--- src/design/trdm_pkg.sv ---
package trdm_pkg;

  // Ring geometry
  localparam int RING_DEPTH = 128;
  localparam int IDX_W      = $clog2(RING_DEPTH);
  localparam int CNT_W      = IDX_W + 1;

  // Field widths
  localparam int LEN_W    = 14;
  localparam int ADDR_W   = 64;
  localparam int WORD_W   = LEN_W + 1;
  localparam int STATUS_W = 3;

  // Descriptor word layout: length in the low bits, generation above it
  localparam int GEN_BIT = LEN_W;

  // Last slot of the ring, used for the wrap test
  localparam logic [IDX_W-1:0] LAST_SLOT = IDX_W'(RING_DEPTH - 1);

  typedef enum logic {
    CMD_SEND  = 1'b0,
    CMD_COMPL = 1'b1
  } cmd_t;

  typedef enum logic [STATUS_W-1:0] {
    ST_OK       = 3'd0,
    ST_NOT_RUN  = 3'd1,
    ST_ZERO_LEN = 3'd2,
    ST_FULL     = 3'd3,
    ST_STALE    = 3'd4
  } status_t;

  typedef struct packed {
    cmd_t              command;
    logic [LEN_W-1:0]  frame_length;
    logic [ADDR_W-1:0] buffer_address;
    logic              comp_gen;
    logic [IDX_W-1:0]  comp_end_index;
  } in_item_t;

  typedef struct packed {
    status_t           status;
    logic [IDX_W-1:0]  slot_index;
    logic [ADDR_W-1:0] desc_address;
    logic [WORD_W-1:0] desc_word;
    logic [IDX_W-1:0]  doorbell_value;
    logic [CNT_W-1:0]  freed_count;
    logic [IDX_W-1:0]  free_slots;
  } out_item_t;

  // Input register stage to the ring core
  typedef struct packed {
    logic     valid;
    in_item_t item;
  } in_beat_t;

endpackage

--- src/design/trdm_in_if.sv ---
interface trdm_in_if;
  logic                         valid;
  logic                         ready;
  logic                         command;
  logic [trdm_pkg::LEN_W-1:0]   frame_length;
  logic [trdm_pkg::ADDR_W-1:0]  buffer_address;
  logic                         comp_gen;
  logic [trdm_pkg::IDX_W-1:0]   comp_end_index;

  modport source (
    output valid, command, frame_length, buffer_address, comp_gen, comp_end_index,
    input  ready
  );
  modport sink (
    input  valid, command, frame_length, buffer_address, comp_gen, comp_end_index,
    output ready
  );
endinterface

--- src/design/trdm_out_if.sv ---
interface trdm_out_if;
  logic                          valid;
  logic                          ready;
  logic [trdm_pkg::STATUS_W-1:0] status;
  logic [trdm_pkg::IDX_W-1:0]    slot_index;
  logic [trdm_pkg::ADDR_W-1:0]   desc_address;
  logic [trdm_pkg::WORD_W-1:0]   desc_word;
  logic [trdm_pkg::IDX_W-1:0]    doorbell_value;
  logic [trdm_pkg::CNT_W-1:0]    freed_count;
  logic [trdm_pkg::IDX_W-1:0]    free_slots;

  modport source (
    output valid, status, slot_index, desc_address, desc_word, doorbell_value,
           freed_count, free_slots,
    input  ready
  );
  modport sink (
    input  valid, status, slot_index, desc_address, desc_word, doorbell_value,
           freed_count, free_slots,
    output ready
  );
endinterface

--- src/design/trdm_cfg_if.sv ---
interface trdm_cfg_if;
  logic valid;
  logic ready;
  logic link_running;

  modport source (
    output valid, link_running,
    input  ready
  );
  modport sink (
    input  valid, link_running,
    output ready
  );
endinterface

--- src/design/trdm_in_stage.sv ---
module trdm_in_stage (
  input  logic                clk,
  input  logic                rst_n,
  trdm_in_if.sink             in_ch,
  input  logic                take_i,
  output trdm_pkg::in_beat_t  beat_o
);

  logic               valid_r;
  logic               valid_nxt;
  trdm_pkg::in_item_t item_r;
  logic               fire;

  // Room when empty or when the held beat leaves this cycle
  assign in_ch.ready = !valid_r || take_i;
  assign fire        = in_ch.valid && in_ch.ready;

  always_comb begin
    valid_nxt = valid_r;
    if (fire) begin
      valid_nxt = 1'b1;
    end else if (take_i) begin
      valid_nxt = 1'b0;
    end
  end

  always_ff @(posedge clk) begin
    if (!rst_n) begin
      valid_r <= 1'b0;
    end else begin
      valid_r <= valid_nxt;
    end
  end

  // Payload, no reset
  always_ff @(posedge clk) begin
    if (fire) begin
      item_r.command        <= trdm_pkg::cmd_t'(in_ch.command);
      item_r.frame_length   <= in_ch.frame_length;
      item_r.buffer_address <= in_ch.buffer_address;
      item_r.comp_gen       <= in_ch.comp_gen;
      item_r.comp_end_index <= in_ch.comp_end_index;
    end
  end

  assign beat_o.valid = valid_r;
  assign beat_o.item  = item_r;

endmodule

--- src/design/trdm_core.sv ---
module trdm_core (
  input  logic                clk,
  input  logic                rst_n,
  input  trdm_pkg::in_beat_t  beat_i,
  output logic                take_o,
  trdm_cfg_if.sink            cfg_ch,
  trdm_out_if.source          out_ch
);

  localparam int IDX_W = trdm_pkg::IDX_W;
  localparam int CNT_W = trdm_pkg::CNT_W;

  // Ring state
  logic [IDX_W-1:0] prod_r, prod_nxt;
  logic [IDX_W-1:0] cons_r, cons_nxt;
  logic             ring_gen_r, ring_gen_nxt;
  logic [IDX_W-1:0] cnext_r, cnext_nxt;
  logic             cgen_r, cgen_nxt;
  logic             link_r;

  logic                out_valid_r;
  trdm_pkg::out_item_t out_r, res;
  logic [IDX_W-1:0]    free_now;
  logic [IDX_W-1:0]    eop;
  logic [IDX_W-1:0]    span;
  trdm_pkg::in_item_t  it;

  // Config register, always ready
  assign cfg_ch.ready = 1'b1;

  assign take_o = beat_i.valid && (!out_valid_r || out_ch.ready);
  assign it     = beat_i.item;

  assign free_now = cons_r - prod_r - IDX_W'(1);
  // End index taken modulo the depth
  assign eop      = it.comp_end_index;
  // Slots from the consumer to the end index, less one, wrapping at the depth
  assign span     = eop - cons_r;

  // One step of the ring
  always_comb begin
    prod_nxt     = prod_r;
    cons_nxt     = cons_r;
    ring_gen_nxt = ring_gen_r;
    cnext_nxt    = cnext_r;
    cgen_nxt     = cgen_r;
    res          = '0;
    res.status   = trdm_pkg::ST_OK;
    if (it.command == trdm_pkg::CMD_SEND) begin
      if (it.frame_length == '0) begin
        res.status = trdm_pkg::ST_ZERO_LEN;
      end else if (!link_r) begin
        res.status = trdm_pkg::ST_NOT_RUN;
      end else if (free_now == '0) begin
        res.status = trdm_pkg::ST_FULL;
      end else begin
        prod_nxt = prod_r + IDX_W'(1);
        if (prod_r == trdm_pkg::LAST_SLOT) begin
          prod_nxt     = '0;
          ring_gen_nxt = !ring_gen_r;
        end
        res.slot_index     = prod_r;
        res.desc_address   = it.buffer_address;
        res.desc_word      = {ring_gen_r, it.frame_length};
        res.doorbell_value = prod_nxt;
      end
    end else begin
      if (!link_r) begin
        res.status = trdm_pkg::ST_NOT_RUN;
      end else if (it.comp_gen != cgen_r) begin
        res.status = trdm_pkg::ST_STALE;
      end else begin
        cons_nxt  = eop + IDX_W'(1);
        cnext_nxt = cnext_r + IDX_W'(1);
        if (cnext_r == trdm_pkg::LAST_SLOT) begin
          cnext_nxt = '0;
          cgen_nxt  = !cgen_r;
        end
        res.slot_index  = cons_r;
        res.freed_count = {1'b0, span} + CNT_W'(1);
      end
    end
    res.free_slots = cons_nxt - prod_nxt - IDX_W'(1);
  end

  // State, config and result register
  always_ff @(posedge clk) begin
    if (!rst_n) begin
      prod_r      <= '0;
      cons_r      <= '0;
      ring_gen_r  <= 1'b1;
      cnext_r     <= '0;
      cgen_r      <= 1'b1;
      link_r      <= 1'b0;
      out_valid_r <= 1'b0;
    end else begin
      if (cfg_ch.valid) begin
        link_r <= cfg_ch.link_running;
      end
      if (take_o) begin
        prod_r      <= prod_nxt;
        cons_r      <= cons_nxt;
        ring_gen_r  <= ring_gen_nxt;
        cnext_r     <= cnext_nxt;
        cgen_r      <= cgen_nxt;
        out_valid_r <= 1'b1;
      end else if (out_ch.ready) begin
        out_valid_r <= 1'b0;
      end
    end
  end

  always_ff @(posedge clk) begin
    if (take_o) begin
      out_r <= res;
    end
  end

  assign out_ch.valid          = out_valid_r;
  assign out_ch.status         = out_r.status;
  assign out_ch.slot_index     = out_r.slot_index;
  assign out_ch.desc_address   = out_r.desc_address;
  assign out_ch.desc_word      = out_r.desc_word;
  assign out_ch.doorbell_value = out_r.doorbell_value;
  assign out_ch.freed_count    = out_r.freed_count;
  assign out_ch.free_slots     = out_r.free_slots;

  // A rejected item leaves all ring state untouched
  a_reject_keeps_state: assert property (@(posedge clk) disable iff (!rst_n)
    take_o && res.status != trdm_pkg::ST_OK
    |=> $stable(prod_r) && $stable(cons_r) && $stable(cnext_r)
        && $stable(ring_gen_r) && $stable(cgen_r))
    else $error("ring state moved on a rejected item");

  // An accepted send advances the producer by one slot
  a_send_advances: assert property (@(posedge clk) disable iff (!rst_n)
    take_o && res.status == trdm_pkg::ST_OK && it.command == trdm_pkg::CMD_SEND
    |=> prod_r == $past(prod_r) + IDX_W'(1) && $stable(cons_r))
    else $error("producer did not advance on send");

  // Ring generation flips exactly when the producer wraps to zero
  a_gen_on_wrap: assert property (@(posedge clk) disable iff (!rst_n)
    $past(rst_n) && $changed(ring_gen_r) |-> prod_r == '0 && $past(prod_r) != '0)
    else $error("ring generation changed without a wrap");

  // Freed count on the result channel never exceeds the depth
  a_freed_bound: assert property (@(posedge clk) disable iff (!rst_n)
    out_valid_r |-> out_r.freed_count <= CNT_W'(trdm_pkg::RING_DEPTH))
    else $error("freed count beyond ring depth");

endmodule

--- src/design/tx_descriptor_ring_manager_top.sv ---
// Transmit descriptor ring manager. Tracks the producer, consumer and
// generation bit of a transmit ring, and the next index and expected
// generation of its completion ring. Each input beat is a send request or a
// completion and yields exactly one result beat carrying a status code; a
// rejected item (link down, zero length, ring full, stale completion)
// changes no state. Throughput is one item per clock unless the result
// channel stalls. One input register is followed by the index update and
// result register in a single stage, so the next item always sees the
// state left by the last. link_running is written on the cfg channel
// (always ready) and must only change while no item is in flight.
module tx_descriptor_ring_manager_top (
  input  logic        clk,
  input  logic        rst_n,
  trdm_in_if.sink     in_ch,
  trdm_cfg_if.sink    cfg_ch,
  trdm_out_if.source  out_ch
);

  trdm_pkg::in_beat_t beat;
  logic               take;

  trdm_in_stage u_in_stage (
    .clk    (clk),
    .rst_n  (rst_n),
    .in_ch  (in_ch),
    .take_i (take),
    .beat_o (beat)
  );

  trdm_core u_core (
    .clk    (clk),
    .rst_n  (rst_n),
    .beat_i (beat),
    .take_o (take),
    .cfg_ch (cfg_ch),
    .out_ch (out_ch)
  );

endmodule
--- src/flat_wrapper.sv ---
// flat-port wrapper written by rule: the top's interface ports become plain ports
module tx_descriptor_ring_manager_top_flat 
  (clk, rst_n, in_ch_valid, in_ch_command, in_ch_frame_length, in_ch_buffer_address, in_ch_comp_gen, in_ch_comp_end_index, in_ch_ready, cfg_ch_valid, cfg_ch_link_running, cfg_ch_ready, out_ch_valid, out_ch_status, out_ch_slot_index, out_ch_desc_address, out_ch_desc_word, out_ch_doorbell_value, out_ch_freed_count, out_ch_free_slots, out_ch_ready);
  trdm_in_if in_ch_i ();
  trdm_cfg_if cfg_ch_i ();
  trdm_out_if out_ch_i ();
  input  logic clk;
  input  logic rst_n;
  input wire logic [$bits(in_ch_i.valid)-1:0] in_ch_valid;
  input wire logic [$bits(in_ch_i.command)-1:0] in_ch_command;
  input wire logic [$bits(in_ch_i.frame_length)-1:0] in_ch_frame_length;
  input wire logic [$bits(in_ch_i.buffer_address)-1:0] in_ch_buffer_address;
  input wire logic [$bits(in_ch_i.comp_gen)-1:0] in_ch_comp_gen;
  input wire logic [$bits(in_ch_i.comp_end_index)-1:0] in_ch_comp_end_index;
  output wire logic [$bits(in_ch_i.ready)-1:0] in_ch_ready;
  input wire logic [$bits(cfg_ch_i.valid)-1:0] cfg_ch_valid;
  input wire logic [$bits(cfg_ch_i.link_running)-1:0] cfg_ch_link_running;
  output wire logic [$bits(cfg_ch_i.ready)-1:0] cfg_ch_ready;
  output wire logic [$bits(out_ch_i.valid)-1:0] out_ch_valid;
  output wire logic [$bits(out_ch_i.status)-1:0] out_ch_status;
  output wire logic [$bits(out_ch_i.slot_index)-1:0] out_ch_slot_index;
  output wire logic [$bits(out_ch_i.desc_address)-1:0] out_ch_desc_address;
  output wire logic [$bits(out_ch_i.desc_word)-1:0] out_ch_desc_word;
  output wire logic [$bits(out_ch_i.doorbell_value)-1:0] out_ch_doorbell_value;
  output wire logic [$bits(out_ch_i.freed_count)-1:0] out_ch_freed_count;
  output wire logic [$bits(out_ch_i.free_slots)-1:0] out_ch_free_slots;
  input wire logic [$bits(out_ch_i.ready)-1:0] out_ch_ready;
  assign in_ch_i.valid = in_ch_valid;
  assign in_ch_i.command = in_ch_command;
  assign in_ch_i.frame_length = in_ch_frame_length;
  assign in_ch_i.buffer_address = in_ch_buffer_address;
  assign in_ch_i.comp_gen = in_ch_comp_gen;
  assign in_ch_i.comp_end_index = in_ch_comp_end_index;
  assign in_ch_ready = in_ch_i.ready;
  assign cfg_ch_i.valid = cfg_ch_valid;
  assign cfg_ch_i.link_running = cfg_ch_link_running;
  assign cfg_ch_ready = cfg_ch_i.ready;
  assign out_ch_valid = out_ch_i.valid;
  assign out_ch_status = out_ch_i.status;
  assign out_ch_slot_index = out_ch_i.slot_index;
  assign out_ch_desc_address = out_ch_i.desc_address;
  assign out_ch_desc_word = out_ch_i.desc_word;
  assign out_ch_doorbell_value = out_ch_i.doorbell_value;
  assign out_ch_freed_count = out_ch_i.freed_count;
  assign out_ch_free_slots = out_ch_i.free_slots;
  assign out_ch_i.ready = out_ch_ready;
  tx_descriptor_ring_manager_top u_core (.clk(clk), .rst_n(rst_n), .in_ch(in_ch_i), .cfg_ch(cfg_ch_i), .out_ch(out_ch_i));
endmodule
--- config.mk ---
export PLATFORM = sky130hd
export DESIGN_NAME = tx_descriptor_ring_manager_top_flat
export DESIGN_NICKNAME = d
export VERILOG_FILES = /design/src/design/trdm_pkg.sv /design/src/design/trdm_in_if.sv /design/src/design/trdm_out_if.sv /design/src/design/trdm_cfg_if.sv /design/src/design/trdm_in_stage.sv /design/src/design/trdm_core.sv /design/src/design/tx_descriptor_ring_manager_top.sv /design/src/flat_wrapper.sv
export SDC_FILE = /design/constraint.sdc
export NUM_CORES = 1
export LEC_CHECK = 0
export ABC_AREA = 1
export BUFFER_PORTS_ARGS = -buffer_cell sky130_fd_sc_hd__buf_2
export CAP_MARGIN = 0
export CORE_MARGIN = 3
export CORE_UTILIZATION = 56
export CTS_BUF_LIST = sky130_fd_sc_hd__clkbuf_4
export DETAILED_ROUTE_END_ITERATION = 6
export PLACE_DENSITY = 0.84
export SYNTH_ARGS = -nofsm -noshare
export SYNTH_HDL_FRONTEND = slang
export SYNTH_SLANG_ARGS = --single-unit
--- constraint.sdc ---
create_clock -name clk -period 5.7 [get_ports clk]
set_clock_uncertainty 0.05 [all_clocks]
set_input_delay 0.855 -clock clk [delete_from_list [all_inputs] [get_ports clk]]
set_output_delay 0.855 -clock clk [all_outputs]
set_load 0.01 [all_outputs]
After elaboration in Yosys (flattened, before gate mapping) --
Index checks and enable logic that the tools add are counted.
Storage, ports and cells: output and inout port bits 114, logic and storage cells 78, bits of input ports 93, flip-flop bits (word level) 224
Operators by class: reductions and logical operators 17, muxes and demuxes 24, equal/unequal tests 3, bitwise logic cells 5, add/sub/neg operators 9
Operator list (number):
- 2-to-1 mux 93 bit | 3
- 2-to-1 mux 7 bit | 11
- adder 7 x 1 -> 7 bit (second input constant) | 3
- subtractor 7 bit | 3
- == test 7 bit (second input constant) | 2
- logical NOT 14 bit | 1
- subtractor 7 x 1 -> 7 bit (second input constant) | 2
- 2-to-1 mux 10 bit | 1
- adder 7 x 1 -> 8 bit (second input constant) | 1
- logical NOT 7 bit | 1
- 2-to-1 mux 2 bit | 3
- 2-to-1 mux 3 bit | 2
- AND reduction 6 bit | 1
- inverter 1 bit | 5
- AND reduction 5 bit | 1
- logical NOT 1 bit | 4
- 2-to-1 mux 1 bit | 4
- AND reduction 4 bit | 1
- nonzero test 2 bit | 2
- OR reduction 4 bit | 1
- OR reduction 3 bit | 1
- logical AND 1 bit | 2
- logical OR 1 bit | 2
- != test 1 bit | 1

Logic depth before layout (Yosys ltp) --
word-level depth 9, mapped depth 26, mapped depth without buffers 25

Hierarchy --
From an unflattened synthesis, not the netlist that was laid out.
Unflattened totals: cells, all modules 776, area, all modules 9200.1 sq um
Modules (own cells, without submodules):
- trdm_core | times used 1, area each 6528.8 sq um, sequential area each 3833.7 sq um, cells each 681
- trdm_in_stage | times used 1, area each 2671.3 sq um, sequential area each 2632.5 sq um, cells each 95

Worst setup path before layout --
No wires, ideal clock.
path type input to register, from input out_ch_ready, to register u_core.u_core.out_r, in the netlist u_core.u_core.out_ch.desc_address[0], enable pin, setup time 0.519 ns, path buffers 1, arrival time 4.394 ns, data required time 5.131 ns, slack 0.737 ns, stages on the path 5, cells stage by stage inv_1 -> nand2_1 -> nand2_1 -> inv_1 -> clkbuf_1
On the way: word-level cells in the longest chain between the ends 2
Ends and longest elaborated chain:
- start, declared | line flat_wrapper.sv:27 | input wire logic [$bits(out_ch_i.ready)-1:0] out_ch_ready;
- logical OR 1 bit | line trdm_core.sv:31 | assign take_o = beat_i.valid && (!out_valid_r || out_ch.ready);
- logical AND 1 bit | line trdm_core.sv:31
- net u_core.take | line tx_descriptor_ring_manager_top.sv:20 | logic take;
- end signal, assigned | line trdm_core.sv:115 | out_r <= res;
- end, declared | line trdm_core.sv:22 | trdm_pkg::out_item_t out_r, res;
The timed path passes the listed nets, and every way through them passes these cells. A chain may end at the register's enable or synchronous reset.

==> metrics.txt <==
nets=~1.2k; cts hold-fix bufs=0; Clock transition at path regs=around 70 ps; I/O Buffers=around 210; Switching Share=0.227; initial drt markers=313; Post-Synthesis Cells=798; fin crit share=0.733; slowest stage delay, CP=approximately 780 ps; Clk Latency, worst-skew pair=roughly 640 ps; largest net degree at the start of global routing=95; slowest stage cell on the critical path=nand2_4; CP Max Fanout=94; # rows=between 40 and 50; met2 Use GR=0.339; synth unique cells=34; synth warn=0; Worst Path Required=6050 ps; CP Launch Type=flip-flop; Die Y=between 100 and 150 µm; vias in the first global route=6101; Syn Area/Cell=between 10 and 15 µm²; CORE AREA=roughly 0.016 mm²; Syn Nets=916; final setup TNS=0 ps; Slew headroom=0.299; FMAX=239 MHz; final hold vios=0; Initial DRT Pass Iterations=5; first-pass GRT wire length=28.8 mm; Die X=around 130 µm; Post-DRT Antenna Nets=0; layout cells sized above 1=0.293; die area=0.0181 mm²; Gate power share=0.083; sequential fraction of the synthesis area=0.697; critical path class=reg -> reg; Worst-Margin Slew=between 1000 and 1500 ps; status=finished, final reports clean; number of CTS-inserted buffers=56; WHS=around 330 ps; Root Buffer=clkbuf_4; CTS tree=built; area grow syn2layout=20.7%; H-tree depth=2; drt wl/cell=about 14 µm; Boundary Pins=around 210; post-CTS sizing=0; Filler cells=1164; Setup-failing EPs final=0; cell family with most CP delay=simple AND/OR/NAND/NOR gates; Placer Congestion=approximately 0.88; pwr dens=317 mW/mm²; RSZ-0062 raised after global routing=false; Pins Over Slew Limit=0; overall global routing resource usage=0.201; Psw=just over 800 µW; DR vias/cell=4.82; met1 Use GR=0.247; CP bufs+invs=4; #FFs+latches synth=roughly 220; vias=6288; routed wire length=about 18 mm; drt drc=0; crit-path cells=inv_1 > ha_1 > inv_1 > fa_1 > nand3_1 > nor2_1 > nand3_2 > nor2_4 > nand3_4 > nand2_4 > nand2_2 > nand2_1 > inv_1 > ha_1 > a21oi_1 > o21ai_0 > nor2_1 > nand3_1 > nand2_1 > inv_1 > nand2_1 > nand2_1; VDD IR-drop max=about 0.00017 V; Synth Cell Area=0.00927 mm²; Post CTS Setup Buffer Count=0; most used routing layer in global routing=met2; Clk network pwr share=0.378; class of the worst hold path=in -> reg; GRT met3 Usage=0.0510; Pleak=0.00514 µW; Crit. End Element=flip-flop; total grt overflow=0; max cap viols=0; Clock Sinks=roughly 220; CP Data Arrival Time=4530 ps; min cycle time layout=about 4200 ps; initial core utilization=0.578; P_int=2740 µW; Sequential Power Share=0.538; deepest clock path buffer count=3; hpwl dp=about 13 mm; initial antenna violation count=1
==> final timing paths <==
kind | start | to | slack (ps) | cells past startpoint
setup / recovery | u_core.u_core.prod_r[0] | u_core.u_core.out_ch.free_slots[6] | 1520 | 22
hold reg to reg | u_core.u_core.ring_gen_r | u_core.u_core.ring_gen_r | 410 | 2
hold / removal | in_ch_buffer_address[0] | u_core.u_in_stage.beat_o[8] | 330 | 1
setup reg to reg | u_core.u_core.prod_r[0] | u_core.u_core.out_ch.free_slots[6] | 1520 | 22
==> final cells by class <==
type	count	area [µm²]	area share
Clock inverter	10	66.3	0.00593
Clock buffer	90	676	0.0604
Inverter	166	627	0.0560
Antenna cell	2	5.00	0.000447
Tap cell	216	270	0.0242
Sequential cell	224	6470	0.578
Timing Repair Buffer	207	1040	0.0930
Multi-Input combinational cell	390	2040	0.182
==> flip-flops by register name, summed over array words and instances, names as in the netlist <==
signal and flops:
u_core.u_core.out_ch.doorbell_value 7, u_core.u_in_stage.valid_r 1, u_core.u_core.ring_gen_r 1, u_core.u_in_stage.beat_o 87
u_core.u_core.out_ch.valid 1, u_core.u_core.out_ch.desc_address 64, u_core.u_core.out_ch.free_slots 7, u_core.u_core.cons_r 7
u_core.u_core.out_ch.desc_word 15, u_core.u_core.out_ch.slot_index 7, u_core.u_core.link_r 1, u_core.u_core.out_ch.freed_count 8
u_core.u_core.cgen_r 1, u_core.u_core.out_ch.status 3, u_core.u_core.prod_r 7, u_core.u_core.cnext_r 7
==> cells in the mapped netlist <==
master / n / area, µm²
nor2_4: 2 / 22.5
o22ai_1: 8 / 50.1
nand2_2: 6 / 37.5
dfxtp_1: 26 / 521
a21oi_1: 33 / 165
o21ai_0: 21 / 105
inv_1: 165 / 619
xor2_1: 11 / 96.3
nand2_1: 104 / 390
edfxtp_1: 198 / 5950
fa_1: 3 / 60.1
a211oi_1: 2 / 15.0
buf_4: 1 / 7.51
nand3_4: 1 / 17.5
or2_2: 2 / 12.5
buf_8: 1 / 15.0
buf_2: 3 / 15.0
xnor2_1: 6 / 52.6
nor2_2: 1 / 6.26
nand3_1: 38 / 190
nor3_1: 7 / 35.0
or2_1: 1 / 6.26
conb_1: 1 / 3.75
nor2_1: 109 / 409
nand3b_1: 1 / 7.51
buf_6: 8 / 90.1
inv_2: 1 / 3.75
nor3b_1: 2 / 15.0
nand3_2: 1 / 10.0
ha_1: 22 / 275
a31oi_1: 1 / 6.26
nand2_4: 1 / 11.3
clkbuf_1: 5 / 18.8
nand4_1: 6 / 37.5
==> layer usage <==
layer	vias to the layer above	wire length [µm]
li1	3135	-
met1	2854	7250
met2	252	9210
met3	47	1390
met4	0	595
met5	-	0
==> metrics by stage <==
stage                     cells  power [µW]  utilization  instance area, µm²  setup slack (ps)
after floorplan             798        2130            -                9270               737
after global placement     1203        2230        0.650               10400              1630
after detailed placement   1203        2240        0.650               10400              1550
after CTS                  1303        3600        0.697               11200              1520
after global routing       1304        3720        0.697               11200              1160
final                      1305        3550        0.697               11200              1520
==> cell families (layout without fill, tap and decap cells) <==
kind of cell / after synthesis / count (layout) / synth area share
DFF: 224 / 224 / 0.697
buffers and inverters: 184 / 473 / 0.0830
adders and majority gates: 25 / 25 / 0.0362
other: 1 / 3 / 0.000404
xor gates and xnor gates: 17 / 17 / 0.0161
AOI/OAI and AO/OA: 65 / 65 / 0.0368
and+or+nand+nor: 282 / 282 / 0.130
==> cells in the final DEF (no fill, tap or decap), drive strengths merged, types with 2 or more instances in the layout <==
master / n
a211oi: 2
a21oi: 33
buf: 207
clkbuf: 90
clkinv: 9
dfxtp: 26
diode: 2
edfxtp: 198
fa: 3
ha: 22
inv: 166
nand2: 111
nand3: 40
nand4: 6
nor2: 112
nor3: 7
nor3b: 2
o21ai: 21
o22ai: 8
or2: 3
xnor2: 6
xor2: 11
==> power by group through the flow <==
stage,clock network (µW),logic [µW],registers [µW]
2_1_floorplan,0,161,1970
3_3_place_gp,0,288,1940
3_5_place_dp,0,297,1950
4_1_cts,1390,299,1910
5_1_grt,1470,334,1920
6_report,1340,296,1910
(Power assumes the default switching activity.)
